**config.mk**
```make
export PLATFORM = sky130hd
export DESIGN_NAME = software_alarm_table
export DESIGN_NICKNAME = d
export VERILOG_FILES = /design/src/rtl/sat_pkg.sv /design/src/rtl/sat_mem.sv /design/src/rtl/sat_mod_unit.sv /design/src/rtl/software_alarm_table.sv
export SDC_FILE = /design/constraint.sdc
export NUM_CORES = 2
export LEC_CHECK = 0
export BUFFER_PORTS_ARGS = -buffer_cell sky130_fd_sc_hd__buf_2
export CAP_MARGIN = 20
export CELL_PAD_IN_SITES_DETAIL_PLACEMENT = 0
export CELL_PAD_IN_SITES_GLOBAL_PLACEMENT = 1
export CORE_ASPECT_RATIO = 0.8
export CORE_UTILIZATION = 28
export DETAILED_ROUTE_END_ITERATION = 6
export MAX_ROUTING_LAYER = met4
export PLACE_DENSITY_LB_ADDON = 0.12
export SLEW_MARGIN = 20
export SYNTH_ARGS = -nofsm -noshare
export SYNTH_HDL_FRONTEND = slang
export SYNTH_SLANG_ARGS = --single-unit
```
**constraint.sdc**
```tcl
create_clock -name clk -period 11.1 [get_ports clk]
set_clock_uncertainty 0.15 [all_clocks]
set_input_delay 1.11 -clock clk [delete_from_list [all_inputs] [get_ports clk]]
set_output_delay 1.11 -clock clk [all_outputs]
set_load 0.05 [all_outputs]
```
**src/rtl/sat_pkg.sv**
```systemverilog
package sat_pkg;

	localparam int MAX_RESULTS = 16;

	localparam logic [1:0] REG_MODULUS = 2'd0;

	typedef enum logic [1:0] {
		ACT_TICK = 2'd0,
		ACT_SET  = 2'd1,
		ACT_DEL  = 2'd2
	} action_t;

	typedef enum logic [1:0] {
		KIND_SET  = 2'd0,
		KIND_DEL  = 2'd1,
		KIND_FIRE = 2'd2
	} kind_t;

	typedef enum logic [3:0] {
		ST_IDLE,
		ST_SCAN,
		ST_DRD,
		ST_DWR,
		ST_ERD,
		ST_EWAIT,
		ST_MSTART,
		ST_MOD,
		ST_REPLY
	} state_t;

	typedef struct packed {
		logic        we;
		logic        re;
		logic        out_load;
	} ctl_t;

endpackage

```
**src/rtl/sat_mem.sv**
```systemverilog
module sat_mem import sat_pkg::*; #(
	parameter int DEPTH = 16,
	parameter int WIDTH = 80,
	parameter int AW = 4
) (
	input  logic             clk,
	input  logic             we,
	input  logic [AW-1:0]    waddr,
	input  logic [WIDTH-1:0] wdata,
	input  logic             re,
	input  logic [AW-1:0]    raddr,
	output logic [WIDTH-1:0] rdata
);

	logic [WIDTH-1:0] mem [DEPTH];

	always_ff @(posedge clk) begin
		if (we) begin
			mem[waddr] <= wdata;
		end
	end

	always_ff @(posedge clk) begin
		if (re) begin
			rdata <= mem[raddr];
		end
	end

endmodule

```
**src/rtl/sat_mod_unit.sv**
```systemverilog
module sat_mod_unit import sat_pkg::*; #(
	parameter int TB = 32
) (
	input  logic          clk,
	input  logic          arst_n,
	input  logic          start,
	input  logic [TB-1:0] dividend,
	input  logic [31:0]   modulus,
	output logic          done,
	output logic [31:0]   result
);

	localparam int CNTW = $clog2(TB + 1);

	logic            busy_q;
	logic            done_q;
	logic [CNTW-1:0] cnt_q;
	logic [TB-1:0]   dvd_q;
	logic [31:0]     rem_q;
	logic [32:0]     sh;
	logic [32:0]     rem_n;

	assign sh    = {rem_q, dvd_q[TB-1]};
	assign rem_n = (sh >= {1'b0, modulus}) ? sh - {1'b0, modulus} : sh;

	always_ff @(posedge clk or negedge arst_n) begin
		if (!arst_n) begin
			busy_q <= 1'b0;
			done_q <= 1'b0;
			cnt_q  <= '0;
		end else begin
			done_q <= 1'b0;
			if (start) begin
				busy_q <= 1'b1;
				cnt_q  <= CNTW'(TB);
			end else if (busy_q) begin
				cnt_q <= cnt_q - 1'b1;
				if (cnt_q == CNTW'(1)) begin
					busy_q <= 1'b0;
					done_q <= 1'b1;
				end
			end
		end
	end

	always_ff @(posedge clk) begin
		if (start) begin
			dvd_q <= dividend;
			rem_q <= '0;
		end else if (busy_q) begin
			dvd_q <= dvd_q << 1;
			rem_q <= rem_n[31:0];
		end
	end

	assign done   = done_q;
	assign result = (modulus == 32'd0) ? 32'd0 : rem_q;

endmodule

```
**src/rtl/software_alarm_table.sv**
```systemverilog
// set: accepted, then entries are scanned in order for a free row; when the
//   next fire count moves, the remainder unit runs, then the reply register loads
// delete: goes straight to the reply register; tick without dispatch: stays idle
// dispatch: an update pass (read, write) over the used rows, a result pass (read,
//   wait, which stalls on the output) over the same rows, then the remainder unit
// reset: asynchronous, clears all entries to free; entry memory needs no clearing
module software_alarm_table import sat_pkg::*; #(
	parameter int NUM_ENTRIES = 16,
	parameter int TIME_BITS = 32
) (
	input  logic        clk,
	input  logic        arst_n,
	input  logic        req_valid,
	output logic        req_stall,
	input  logic [1:0]  action,
	input  logic [15:0] timer_id,
	input  logic [31:0] delay,
	input  logic [31:0] period,
	input  logic [3:0]  handle,
	output logic        rsp_valid,
	input  logic        rsp_stall,
	output logic [1:0]  kind,
	output logic [3:0]  entry,
	output logic        entry_valid,
	output logic [15:0] fired_id,
	output logic        last,
	input  logic        psel,
	input  logic        penable,
	input  logic        pwrite,
	input  logic [1:0]  paddr,
	input  logic [31:0] pwdata,
	output logic [31:0] prdata,
	output logic        pready
);

	localparam int NE = NUM_ENTRIES;
	localparam int TB = TIME_BITS;
	localparam int IW = (NE > 1) ? $clog2(NE) : 1;
	localparam int CW = $clog2(NE + 1);
	localparam int WW = 16 + 2 * TB;
	localparam logic [TB-1:0] TMASK = '1;

	state_t          state_q, state_d;
	ctl_t            ctl;
	logic [IW-1:0]   idx_q;
	logic [CW-1:0]   count_q;
	logic [NE-1:0]   armed_q;
	logic [NE-1:0]   fired_q;
	logic [TB-1:0]   sleep_q;
	logic [TB-1:0]   wake_q;
	logic [31:0]     tick_q;
	logic [31:0]     nfc_q;
	logic [31:0]     lastd_q;
	logic [31:0]     modulus_q;
	logic [TB-1:0]   mod_arg_q;
	logic            reply_pend_q;
	logic [4:0]      nres_q;
	logic [15:0]     id_q;
	logic [TB-1:0]   val_q;
	logic [TB-1:0]   per_q;
	logic [1:0]      rp_kind_q;
	logic [3:0]      rp_entry_q;
	logic            rp_valid_q;

	logic            rsp_valid_q;
	logic [1:0]      kind_q;
	logic [3:0]      entry_q;
	logic            entry_valid_q;
	logic [15:0]     fired_id_q;
	logic            last_q;

	logic            accept;
	logic            out_free;
	logic [31:0]     tick_inc;
	logic [31:0]     tick_n;
	logic            disp;
	logic            is_free;
	logic            scan_end;
	logic            last_row;
	logic [31:0]     diff;
	logic [TB-1:0]   el;
	logic            set_short;
	logic [WW-1:0]   rdata;
	logic [WW-1:0]   wdata;
	logic [15:0]     rd_ident;
	logic [TB-1:0]   rd_reload;
	logic [TB-1:0]   rd_rem;
	logic            rd_fire;
	logic [TB-1:0]   new_rem;
	logic [TB-1:0]   wake_n;
	logic [NE-1:0]   hi_mask;
	logic            any_higher;
	logic            emit;
	logic            mod_done;
	logic [31:0]     mod_res;

	assign accept    = req_valid && !req_stall;
	assign req_stall = (state_q != ST_IDLE);
	assign out_free  = !rsp_valid_q || !rsp_stall;

	assign tick_inc = tick_q + 32'd1;
	assign tick_n   = (tick_inc >= modulus_q) ? 32'd0 : tick_inc;
	assign disp     = (tick_n == nfc_q);

	assign is_free  = !armed_q[idx_q];
	assign scan_end = (CW'(idx_q) == count_q) || (idx_q == IW'(NE - 1));
	assign last_row = (CW'(idx_q) + CW'(1) == count_q);

	assign diff      = (tick_q > lastd_q) ? tick_q - lastd_q : lastd_q - tick_q;
	assign el        = TB'(diff);
	assign set_short = (sleep_q > el) && (sleep_q - el > val_q);

	assign rd_ident  = rdata[WW-1 -: 16];
	assign rd_reload = rdata[2*TB-1 -: TB];
	assign rd_rem    = rdata[TB-1:0];
	assign rd_fire   = armed_q[idx_q] && (rd_rem <= sleep_q);
	assign new_rem   = rd_fire ? rd_reload : rd_rem - sleep_q;

	always_comb begin
		wake_n = wake_q;
		if (armed_q[idx_q] && !(rd_fire && rd_reload == '0) && new_rem < wake_q) begin
			wake_n = new_rem;
		end
	end

	always_comb begin
		for (int j = 0; j < NE; j++) begin
			hi_mask[j] = (j > int'(idx_q));
		end
	end
	assign any_higher = |(fired_q & hi_mask);
	assign emit = fired_q[idx_q] && (nres_q < 5'(MAX_RESULTS));

	assign wdata = (state_q == ST_SCAN) ? {id_q, per_q, val_q + el}
	                                    : {rd_ident, rd_reload, new_rem};

	// next state
	always_comb begin
		state_d = state_q;
		case (state_q)
			ST_IDLE: begin
				if (accept) begin
					case (action)
						ACT_SET:  state_d = ST_SCAN;
						ACT_DEL:  state_d = ST_REPLY;
						ACT_TICK: begin
							if (disp) begin
								state_d = (count_q == '0) ? ST_MSTART : ST_DRD;
							end
						end
						default:  state_d = ST_IDLE;
					endcase
				end
			end
			ST_SCAN: begin
				if (is_free) begin
					state_d = set_short ? ST_MSTART : ST_REPLY;
				end else if (scan_end) begin
					state_d = ST_REPLY;
				end
			end
			ST_DRD:    state_d = ST_DWR;
			ST_DWR:    state_d = last_row ? ST_ERD : ST_DRD;
			ST_ERD:    state_d = ST_EWAIT;
			ST_EWAIT: begin
				if (!emit || out_free) begin
					state_d = last_row ? ST_MSTART : ST_ERD;
				end
			end
			ST_MSTART: state_d = ST_MOD;
			ST_MOD: begin
				if (mod_done) begin
					state_d = reply_pend_q ? ST_REPLY : ST_IDLE;
				end
			end
			ST_REPLY: begin
				if (out_free) begin
					state_d = ST_IDLE;
				end
			end
			default:   state_d = ST_IDLE;
		endcase
	end

	// control outputs
	always_comb begin
		ctl = '0;
		case (state_q)
			ST_SCAN:  ctl.we = is_free;
			ST_DRD:   ctl.re = 1'b1;
			ST_DWR:   ctl.we = armed_q[idx_q];
			ST_ERD:   ctl.re = 1'b1;
			ST_EWAIT: ctl.out_load = emit && out_free;
			ST_REPLY: ctl.out_load = out_free;
			default:  ctl = '0;
		endcase
	end

	always_ff @(posedge clk or negedge arst_n) begin
		if (!arst_n) begin
			state_q      <= ST_IDLE;
			count_q      <= '0;
			armed_q      <= '0;
			fired_q      <= '0;
			sleep_q      <= TMASK;
			tick_q       <= '0;
			nfc_q        <= '0;
			lastd_q      <= '0;
			modulus_q    <= 32'd65535;
			reply_pend_q <= 1'b0;
			rsp_valid_q  <= 1'b0;
		end else begin
			state_q <= state_d;
			if (psel && penable && pwrite && paddr == REG_MODULUS) begin
				modulus_q <= pwdata;
			end
			if (ctl.out_load) begin
				rsp_valid_q <= 1'b1;
			end else if (!rsp_stall) begin
				rsp_valid_q <= 1'b0;
			end
			case (state_q)
				ST_IDLE: begin
					if (accept) begin
						reply_pend_q <= (action == ACT_SET) || (action == ACT_DEL);
						case (action)
							ACT_DEL: begin
								if (count_q != '0 && 8'(handle) + 8'd1 == 8'(count_q)) begin
									count_q <= count_q - CW'(1);
								end
								if (8'(handle) < 8'(NE)) begin
									armed_q[IW'(handle)] <= 1'b0;
								end
							end
							ACT_TICK: begin
								tick_q <= tick_n;
								if (disp) begin
									lastd_q <= tick_n;
									fired_q <= '0;
									if (count_q == '0) begin
										sleep_q <= TMASK;
									end
								end
							end
							default: begin
							end
						endcase
					end
				end
				ST_SCAN: begin
					if (is_free) begin
						armed_q[idx_q] <= 1'b1;
						if (CW'(idx_q) == count_q) begin
							count_q <= count_q + CW'(1);
						end
						if (set_short) begin
							sleep_q <= el + val_q;
						end
					end
				end
				ST_DWR: begin
					if (rd_fire) begin
						fired_q[idx_q] <= 1'b1;
						if (rd_reload == '0) begin
							armed_q[idx_q] <= 1'b0;
						end
					end
					if (last_row) begin
						sleep_q <= wake_n;
					end
				end
				ST_MOD: begin
					if (mod_done) begin
						nfc_q <= mod_res;
					end
				end
				default: begin
				end
			endcase
		end
	end

	// datapath registers
	always_ff @(posedge clk) begin
		case (state_q)
			ST_IDLE: begin
				idx_q  <= '0;
				nres_q <= '0;
				wake_q <= TMASK;
				id_q   <= timer_id;
				val_q  <= TB'(delay);
				per_q  <= TB'(period);
				rp_kind_q  <= KIND_DEL;
				rp_entry_q <= handle;
				rp_valid_q <= 1'b0;
				if (action == ACT_TICK) begin
					mod_arg_q <= TB'(tick_n) + TMASK;
				end
			end
			ST_SCAN: begin
				rp_kind_q <= KIND_SET;
				if (is_free) begin
					rp_entry_q <= 4'(idx_q);
					rp_valid_q <= 1'b1;
					mod_arg_q  <= TB'(tick_q) + val_q;
				end else if (scan_end) begin
					rp_entry_q <= 4'd0;
					rp_valid_q <= 1'b0;
				end else begin
					idx_q <= idx_q + IW'(1);
				end
			end
			ST_DWR: begin
				wake_q <= wake_n;
				if (last_row) begin
					idx_q     <= '0;
					mod_arg_q <= TB'(tick_q) + wake_n;
				end else begin
					idx_q <= idx_q + IW'(1);
				end
			end
			ST_EWAIT: begin
				if (!emit || out_free) begin
					if (!last_row) begin
						idx_q <= idx_q + IW'(1);
					end
					if (emit) begin
						nres_q <= nres_q + 5'd1;
					end
				end
			end
			default: begin
			end
		endcase
	end

	always_ff @(posedge clk) begin
		if (ctl.out_load) begin
			if (state_q == ST_EWAIT) begin
				kind_q        <= KIND_FIRE;
				entry_q       <= 4'(idx_q);
				entry_valid_q <= 1'b1;
				fired_id_q    <= rd_ident;
				last_q        <= !any_higher || (nres_q == 5'(MAX_RESULTS - 1));
			end else begin
				kind_q        <= rp_kind_q;
				entry_q       <= rp_entry_q;
				entry_valid_q <= rp_valid_q;
				fired_id_q    <= 16'd0;
				last_q        <= 1'b1;
			end
		end
	end

	sat_mem #(
		.DEPTH(NE),
		.WIDTH(WW),
		.AW(IW)
	) u_mem (
		.clk(clk),
		.we(ctl.we),
		.waddr(idx_q),
		.wdata(wdata),
		.re(ctl.re),
		.raddr(idx_q),
		.rdata(rdata)
	);

	sat_mod_unit #(
		.TB(TB)
	) u_mod (
		.clk(clk),
		.arst_n(arst_n),
		.start(state_q == ST_MSTART),
		.dividend(mod_arg_q),
		.modulus(modulus_q),
		.done(mod_done),
		.result(mod_res)
	);

	assign rsp_valid   = rsp_valid_q;
	assign kind        = kind_q;
	assign entry       = entry_q;
	assign entry_valid = entry_valid_q;
	assign fired_id    = fired_id_q;
	assign last        = last_q;
	assign prdata      = modulus_q;
	assign pready      = 1'b1;

endmodule

```
* After elaboration in Yosys (flattened, before gate mapping) *
Memory sizes are Yosys's and may differ from the RTL's. A register that Yosys moved wholly into a read port is not among the register bits.
Index checks and enable logic that the tools add are counted.

operators by class
  add/sub/neg operators = 17
  magnitude comparators = 27
  equal/unequal tests = 39
  muxes and demuxes = 93
  bitwise operators = 7
  reductions and logical operators = 55

operator list
  cell                                           number
  2-to-1 mux 32 bit                              18
  one-hot mux 32 bit (3 select lines)            2
  subtractor 32 bit                              5
  2-to-1 mux 16 bit                              9
  adder 32 bit                                   3
  > comparator 32 bit                            3
  2-to-1 mux 80 bit                              1
  2-to-1 mux 4 bit                               17
  logical NOT 32 bit                             2
  one-hot mux 32 bit (2 select lines)            1
  AND 16 bit                                     3
  one-hot mux 16 bit (3 select lines)            1
  one-hot mux 4 bit (9 select lines)             1
  2-to-1 mux 5 bit                               7
  != test 2 bit, second input constant           17
  >= comparator 33 x 32 -> 1 bit                 1
  adder 32 x 1 -> 32 bit, second input constant  1
  adder 32 bit, second input constant            1
  equality test 32 bit                           1
  >= comparator 32 bit                           1
  > comparator 4 bit, first input constant       8
  less-or-equal comparator 32 bit                1
  less-than comparator 32 bit                    1
  NOT 16 bit                                     2
  55 further kinds                               131

storage, ports and cells
  bits in registers = 459
  RAM bits = 1280
  input bits = 127
  output and inout port bits = 59
  word-level logic and storage cells = 270
  memories kept = 1

memory list
  memory     depth  bits a word  read ports  clocked after memory_dff  wr ports  RTL line       text
  u_mem.mem  16     80           1           1                         1         sat_mem.sv:15  logic [WIDTH-1:0] mem [DEPTH];

* Logic depth before layout (Yosys ltp) *
  depth in word-level cells = 11
  gate-level depth with buffers = 42
  gate-level depth less buffers = 39

* Hierarchy *
A second synthesis with hierarchy kept.

second synthesis, totals
  cell total of the unflattened synthesis = 6475
  area, all modules = 88317.2 um2

modules (own cells, without submodules)
  module                instances  cells each  area each (um2)
  sat_mem               1          2054        50238.2
  software_alarm_table  1          3817        32821.5
  sat_mod_unit          1          604         5257.5

* Least setup slack after synthesis *
No wires, ideal clock.

  path kind = register to register
  start = register sleep_q[0]
  end = register mod_arg_q[31] (data pin)
  data arrival time = 8.154 ns
  data required time = 10.684 ns
  setup slack = 2.530 ns
  stages on the path, launching flop included = 36
  path buffers = 3
  clock period less this slack = 8.570 ns
  cells stage by stage = dfstp_2 -> ha_1 -> inv_1 -> fa_1 -> a21o_1 -> a21oi_1 -> o221a_2 -> o21ai_1 -> a2111o_1 -> and2_1 -> nand2b_1 -> clkbuf_1 -> buf_2 -> mux2_2 -> ha_1 -> nand4_1 -> nor3_1 -> nand3_1 -> a2111oi_0 -> a211oi_4 -> buf_2 -> a21oi_1 -> o21ai_0 -> ha_1 -> or4_1 -> a21oi_1 -> nor3b_1 -> a41o_1 -> o21ai_1 -> nor2_1 -> o41ai_1 -> o21ai_0 -> a21oi_1 -> xor2_1 -> xnor2_1 -> o21ai_1

between the ends
  cells in the longest elaborated chain, start to end = 10
  elaborated cells between the ends (all ways) = 13
  classes of those cells = 2 x add/sub; 2 x order compare; 4 x mux; 5 x reduce/logical

RTL lines
  element                                                                  RTL line                     text
  from (decl)                                                              software_alarm_table.sv:49   logic [TB-1:0] sleep_q;
  from (signal assigned)                                                   software_alarm_table.sv:257  sleep_q <= el + val_q;
  from (signal assigned)                                                   software_alarm_table.sv:269  sleep_q <= wake_n;
  branches (longest 6 deep; another with less-or-equal comparator 32 bit)  -
  2-to-1 mux 32 bit *                                                      software_alarm_table.sv:121  if (armed_q[idx_q] && !(rd_fire && rd_reload == '0) && new_rem < wake_q) begin
  adder 32 bit *                                                           software_alarm_table.sv:317  mod_arg_q <= TB'(tick_q) + wake_n;
  2-to-1 mux 32 bit *                                                      software_alarm_table.sv:315  if (last_row) begin
  one-hot mux 32 bit (3 select lines) *                                    software_alarm_table.sv:285  case (state_q)
  to (signal assigned)                                                     software_alarm_table.sv:297  mod_arg_q <= TB'(tick_n) + TMASK;
  to (signal assigned)                                                     software_alarm_table.sv:305  mod_arg_q <= TB'(tick_q) + val_q;
  to (signal assigned)                                                     software_alarm_table.sv:317
  to (decl)                                                                software_alarm_table.sv:55   logic [TB-1:0] mod_arg_q;

Mark *: on every way between the ends. The select of a mux whose other input is x is not followed.
A chain may end at the register's enable or synchronous reset.

* Worst setup path in the final report *
  start = register tick_q[25]
  end = register sleep_q[2]

between the ends
  cells in the longest elaborated chain, start to end = 7
  elaborated cells between the ends (all ways) = 19
  classes of those cells = 5 x add/sub; 4 x order compare; 3 x eq/ne; 5 x mux; 2 x reduce/logical

RTL lines
  element                                                   RTL line                     text
  from (decl)                                               software_alarm_table.sv:51   logic [31:0] tick_q;
  from (signal assigned)                                    software_alarm_table.sv:236  tick_q <= tick_n;
  subtractor 32 bit or > comparator 32 bit (tied branches)  software_alarm_table.sv:109  assign diff = (tick_q > lastd_q) ? tick_q - lastd_q : lastd_q - tick_q;
  2-to-1 mux 32 bit                                         software_alarm_table.sv:109
  subtractor 32 bit                                         software_alarm_table.sv:111  assign set_short = (sleep_q > el) && (sleep_q - el > val_q);
  > comparator 32 bit                                       software_alarm_table.sv:111
  logical AND 1 bit                                         software_alarm_table.sv:111
  != test 2 bit (no line)                                   -
  AND reduction 8 bit (no line)                             -

Several ways; a longest one is shown, not always the timed one. The select of a mux whose other input is x is not followed.

==> results.md <==
- Status: finished, violations left
- Failing checks: design-rule violations
- Synthesized flop and latch total: 1,818
- Gr usage total: 19.51%
- Switch share: 22.43%
- Clk pwr share: 45.6%
- CTS H-tree depth: 4
- Clk sinks: 1,818
- Vias in the first global route: 56,583
- P per Cell Area: 144.5 mW/mm^2
- Unique masters post-synth: 104
- Crit path launch type: flip-flop
- Ys async rst share: 11.61%
- F_max: 95.98 MHz
- Power Total: 14.53 mW
- Total congestion overflow: 0
- Final Max Tran Viols: 0
- Num CTS Buffers: 206
- Largest net degree at the start of global routing: 142
- Largest cells by area after synthesis: edfxtp_1 (54%), ha_1 (4.8%), dfrtp_1 (4.7%)
- Area leader, netlist: edfxtp_1
- Wire length per cell after detailed routing: 26.82 microns
- Comb power frac: 3.2%
- Final setup violation count: 0
- Detail Route Antenna Nets: 0
- Max_cap viols: 0
- DIE WIDTH: 627.0 microns
- 1st-pass router iterations: 7
- Finished Cell Area: 0.1005 sq mm
- Slowest-stage cell, CP: ha_1
- # nets final: 7,508
- CP Class: reg2reg
- Slew @ Worst Pin: 1.266 ns
- Hold WC Path Type: in2async
- Final min period: 10.42 ns
- Rows: 183
- Pleak: 32.37 nW
- Post-DP HPWL: 195.2 mm
- Syn nets: 7,272
- CP endpoint kind: flip-flop
- Initial Utilization: 28.16%
- CP Max Fanout: 18
- Clk root buf: clkbuf_16
- Total die area: 0.3147 sq mm
- Post-synth EDFFs: 1,575
- First-pass GRT wire length: 430.4 mm
- Seq/Total Area, Yosys: 60.89%
- CTS tree: done
- Worst EP required: 11.69 ns
- Reg power frac: 51.2%
- Crit share post-route: 93.86%
- Iteration-0 DRC Markers: 5,361
- Gpl congestion: 0.8870
- Worst skew pair latency: 0.90 ns
- Max incr delay on CP: 0.58 ns
- Worst Path Arrival: 11.01 ns
- Ys Warns: 0
- Synth Area per Inst: 12.87 sq um
- Setup TNS: 0 ns
- Cell Int Power: 11.27 mW
- Die height: 502.0 microns
- Clk pin slew, worst setup/hold paths: 0.06 ns
- Port buffer count: 184
- Psw: 3.258 mW
- Area growth, synth to finish: 14.90%
- Synthesized cell area: 0.08750 sq mm
- CTS Buffer Depth: 4
- DRC viols: 16
- Max-slew headroom: 14.95%
- Initial antenna violation count: 19
- Main synth FF type: edfxtp_1
- Post-DR vias/cell: 5.084
- CP most frequent cell: buf_4
- Core ar.: 0.3107 sq mm
- DR vias: 57,731
- Hold Fails Final Rpt: 0
- RSZ-0062 raised after global routing: false
- Worst IR Drop VDD: 0.1322 mV
- Synth top area share: 54.05%
- Synthesized instance count: 6,800
- I/O Pins: 186
- Dpl cell area: 0.09411 sq mm
- WL final: 304.6 mm
- Ratio of cells with drive above 1 in the final layout: 14.91%
[cell type report]
type                       count  area [sq um]
fill                       30855        210200
sequential                  1818         53280
multi-input combinational   4330         31970
clock buffer                 269          5555
tap                         4162          5207
timing repair buffer         349          2462
inverter                     331          1257
clock inverter                92         794.5
antenna                        5         12.51
[synthesized netlist by cell type, types with 18 or more instances]
cell type / number
a211oi_1: 39
a21o_1: 141
a21oi_1: 504
a22o_1: 35
a31oi_1: 55
and2_1: 19
and3_1: 48
buf_1: 51
buf_2: 28
clkbuf_1: 231
dfrtp_1: 163
dfstp_2: 48
dfxtp_1: 32
edfxtp_1: 1575
ha_1: 337
inv_1: 329
mux2_2: 124
mux2i_1: 271
mux4_2: 168
nand2_1: 661
nand2b_1: 38
nand3_1: 59
nand4_1: 63
nor2_1: 378
nor2b_1: 40
nor3_1: 80
nor4_1: 34
o211ai_1: 19
o21a_1: 35
o21ai_0: 394
o21ai_1: 27
o21bai_1: 40
o221ai_1: 86
o22ai_1: 98
o31ai_1: 27
or3_1: 18
xnor2_1: 162
xor2_1: 78
[stage by stage]
step                instances  setup slack (ns)  hold slack (ns)  utilization (%)
finish                  11356            0.6811          0.07556            32.36
CTS                     11348            0.6612          0.07556            32.33
global placement        10986            0.3558           0.3294            30.28
floorplan                6800             2.530           0.2879                -
detailed placement      10987            0.6654           0.3370            30.29
global route            11354            0.1286          0.09366            32.35
[power by group through the flow]
stage | Combinational (mW) | Sequential, mW | Clock [mW]
3_5_place_dp | 0.460 | 7.57 | 0
5_1_grt | 0.495 | 7.43 | 7.10
2_1_floorplan | 0.187 | 7.63 | 0
6_report | 0.465 | 7.43 | 6.63
4_1_cts | 0.463 | 7.43 | 6.84
3_3_place_gp | 0.460 | 7.57 | 0
[timing repair]
item | in CTS | in global routing
setup endpoints to repair | 0 | 30
hold buffers | 0 | 0
resized for setup | 0 | 3
setup buffers | 0 | 2
[layer usage]
| metal | share of wire [%] | track usage (%) |
|---|---|---|
| met1 | 49 | 28.47 |
| met2 | 43 | 28.52 |
| met3 | 5.5 | 3.287 |
| met4 | 1.8 | 3.569 |
| met5 | 0 | - |
[logic make-up after synthesis]
family	count (synthesis)	synth area share [%]
flip-flops	1818	60.89
AO/OA/AOI/OAI	1665	11.92
AND/OR/NAND/NOR	1510	7.795
buffers and inverters	652	2.890
multiplexers	567	9.072
adder cells (fa/ha/maj)	346	5.014
XOR/XNOR	241	2.421
other	1	0.004286
[worst paths after layout]
kind	endpoint	cells after the start	slack, ns	start
max	sleep_q[2]$_DFFE_PN1P_	39	0.68	tick_q[25]$_DFFE_PN0P_
min	nfc_q[9]$_DFFE_PN0P_	1	0.08	arst_n
max reg2reg	sleep_q[2]$_DFFE_PN1P_	39	0.68	tick_q[25]$_DFFE_PN0P_
min reg2reg	u_mod.rem_q[31]$_SDFFE_PP0P_	2	0.35	u_mod.rem_q[31]$_SDFFE_PP0P_
max in group asynchronous	armed_q[0]$_DFFE_PN0P_	2	9.40	arst_n
min in group clk	per_q[8]$_DFFE_PP_	1	0.24	period[8]
[critical path: cells and delay by family, from the launching register on]
| family | cells | cell delay, ns |
|---|---|---|
| adder cells (fa/ha/maj) | 3 | 1.29 |
| XOR/XNOR | 2 | 0.46 |
| AND/OR/NAND/NOR | 13 | 3.38 |
| AO/OA/AOI/OAI | 12 | 2.65 |
| flip-flops | 1 | 0.48 |
| buffers and inverters | 8 | 1.40 |
| multiplexers | 1 | 0.45 |
[sequential cells by signal, summed over array words and instances, names as in the netlist, 5 cells and up]
| name | flops |
|---|---|
| armed_q | 16 |
| count_q | 5 |
| fired_id | 16 |
| fired_q | 16 |
| id_q | 16 |
| lastd_q | 32 |
| mod_arg_q | 32 |
| nfc_q | 32 |
| nres_q | 5 |
| per_q | 32 |
| prdata | 32 |
| sleep_q | 32 |
| tick_q | 32 |
| u_mem.mem | 1280 |
| u_mem.rdata | 80 |
| u_mod.cnt_q | 6 |
| u_mod.dvd_q | 32 |
| u_mod.rem_q | 32 |
| val_q | 32 |
| wake_q | 32 |
[cells in the final DEF (no fill, tap or decap), types with 22 or more instances in the layout]
master / instances
dfrtp_1: 163
nor2_1: 358
o21bai_1: 40
a21oi_1: 501
and3_1: 47
buf_4: 141
buf_2: 183
mux2i_1: 270
buf_12: 22
mux2_2: 124
clkinv_1: 34
a22o_1: 35
dfxtp_1: 32
dfstp_2: 48
nor4_1: 32
clkbuf_1: 50
mux4_2: 168
nor3_1: 78
ha_1: 337
a31oi_1: 54
o21ai_1: 30
o31ai_1: 26
clkinv_2: 35
o221ai_1: 86
a211oi_1: 38
nand3_1: 57
nand2b_1: 38
inv_1: 326
o21a_1: 35
nand4_1: 63
o22ai_1: 98
a21o_1: 141
clkbuf_16: 209
nand2_1: 658
nor2b_1: 39
o21ai_0: 391
xnor2_1: 162
xor2_1: 78
edfxtp_1: 1575
No activity file was read; power rests on OpenSTA's default activity.
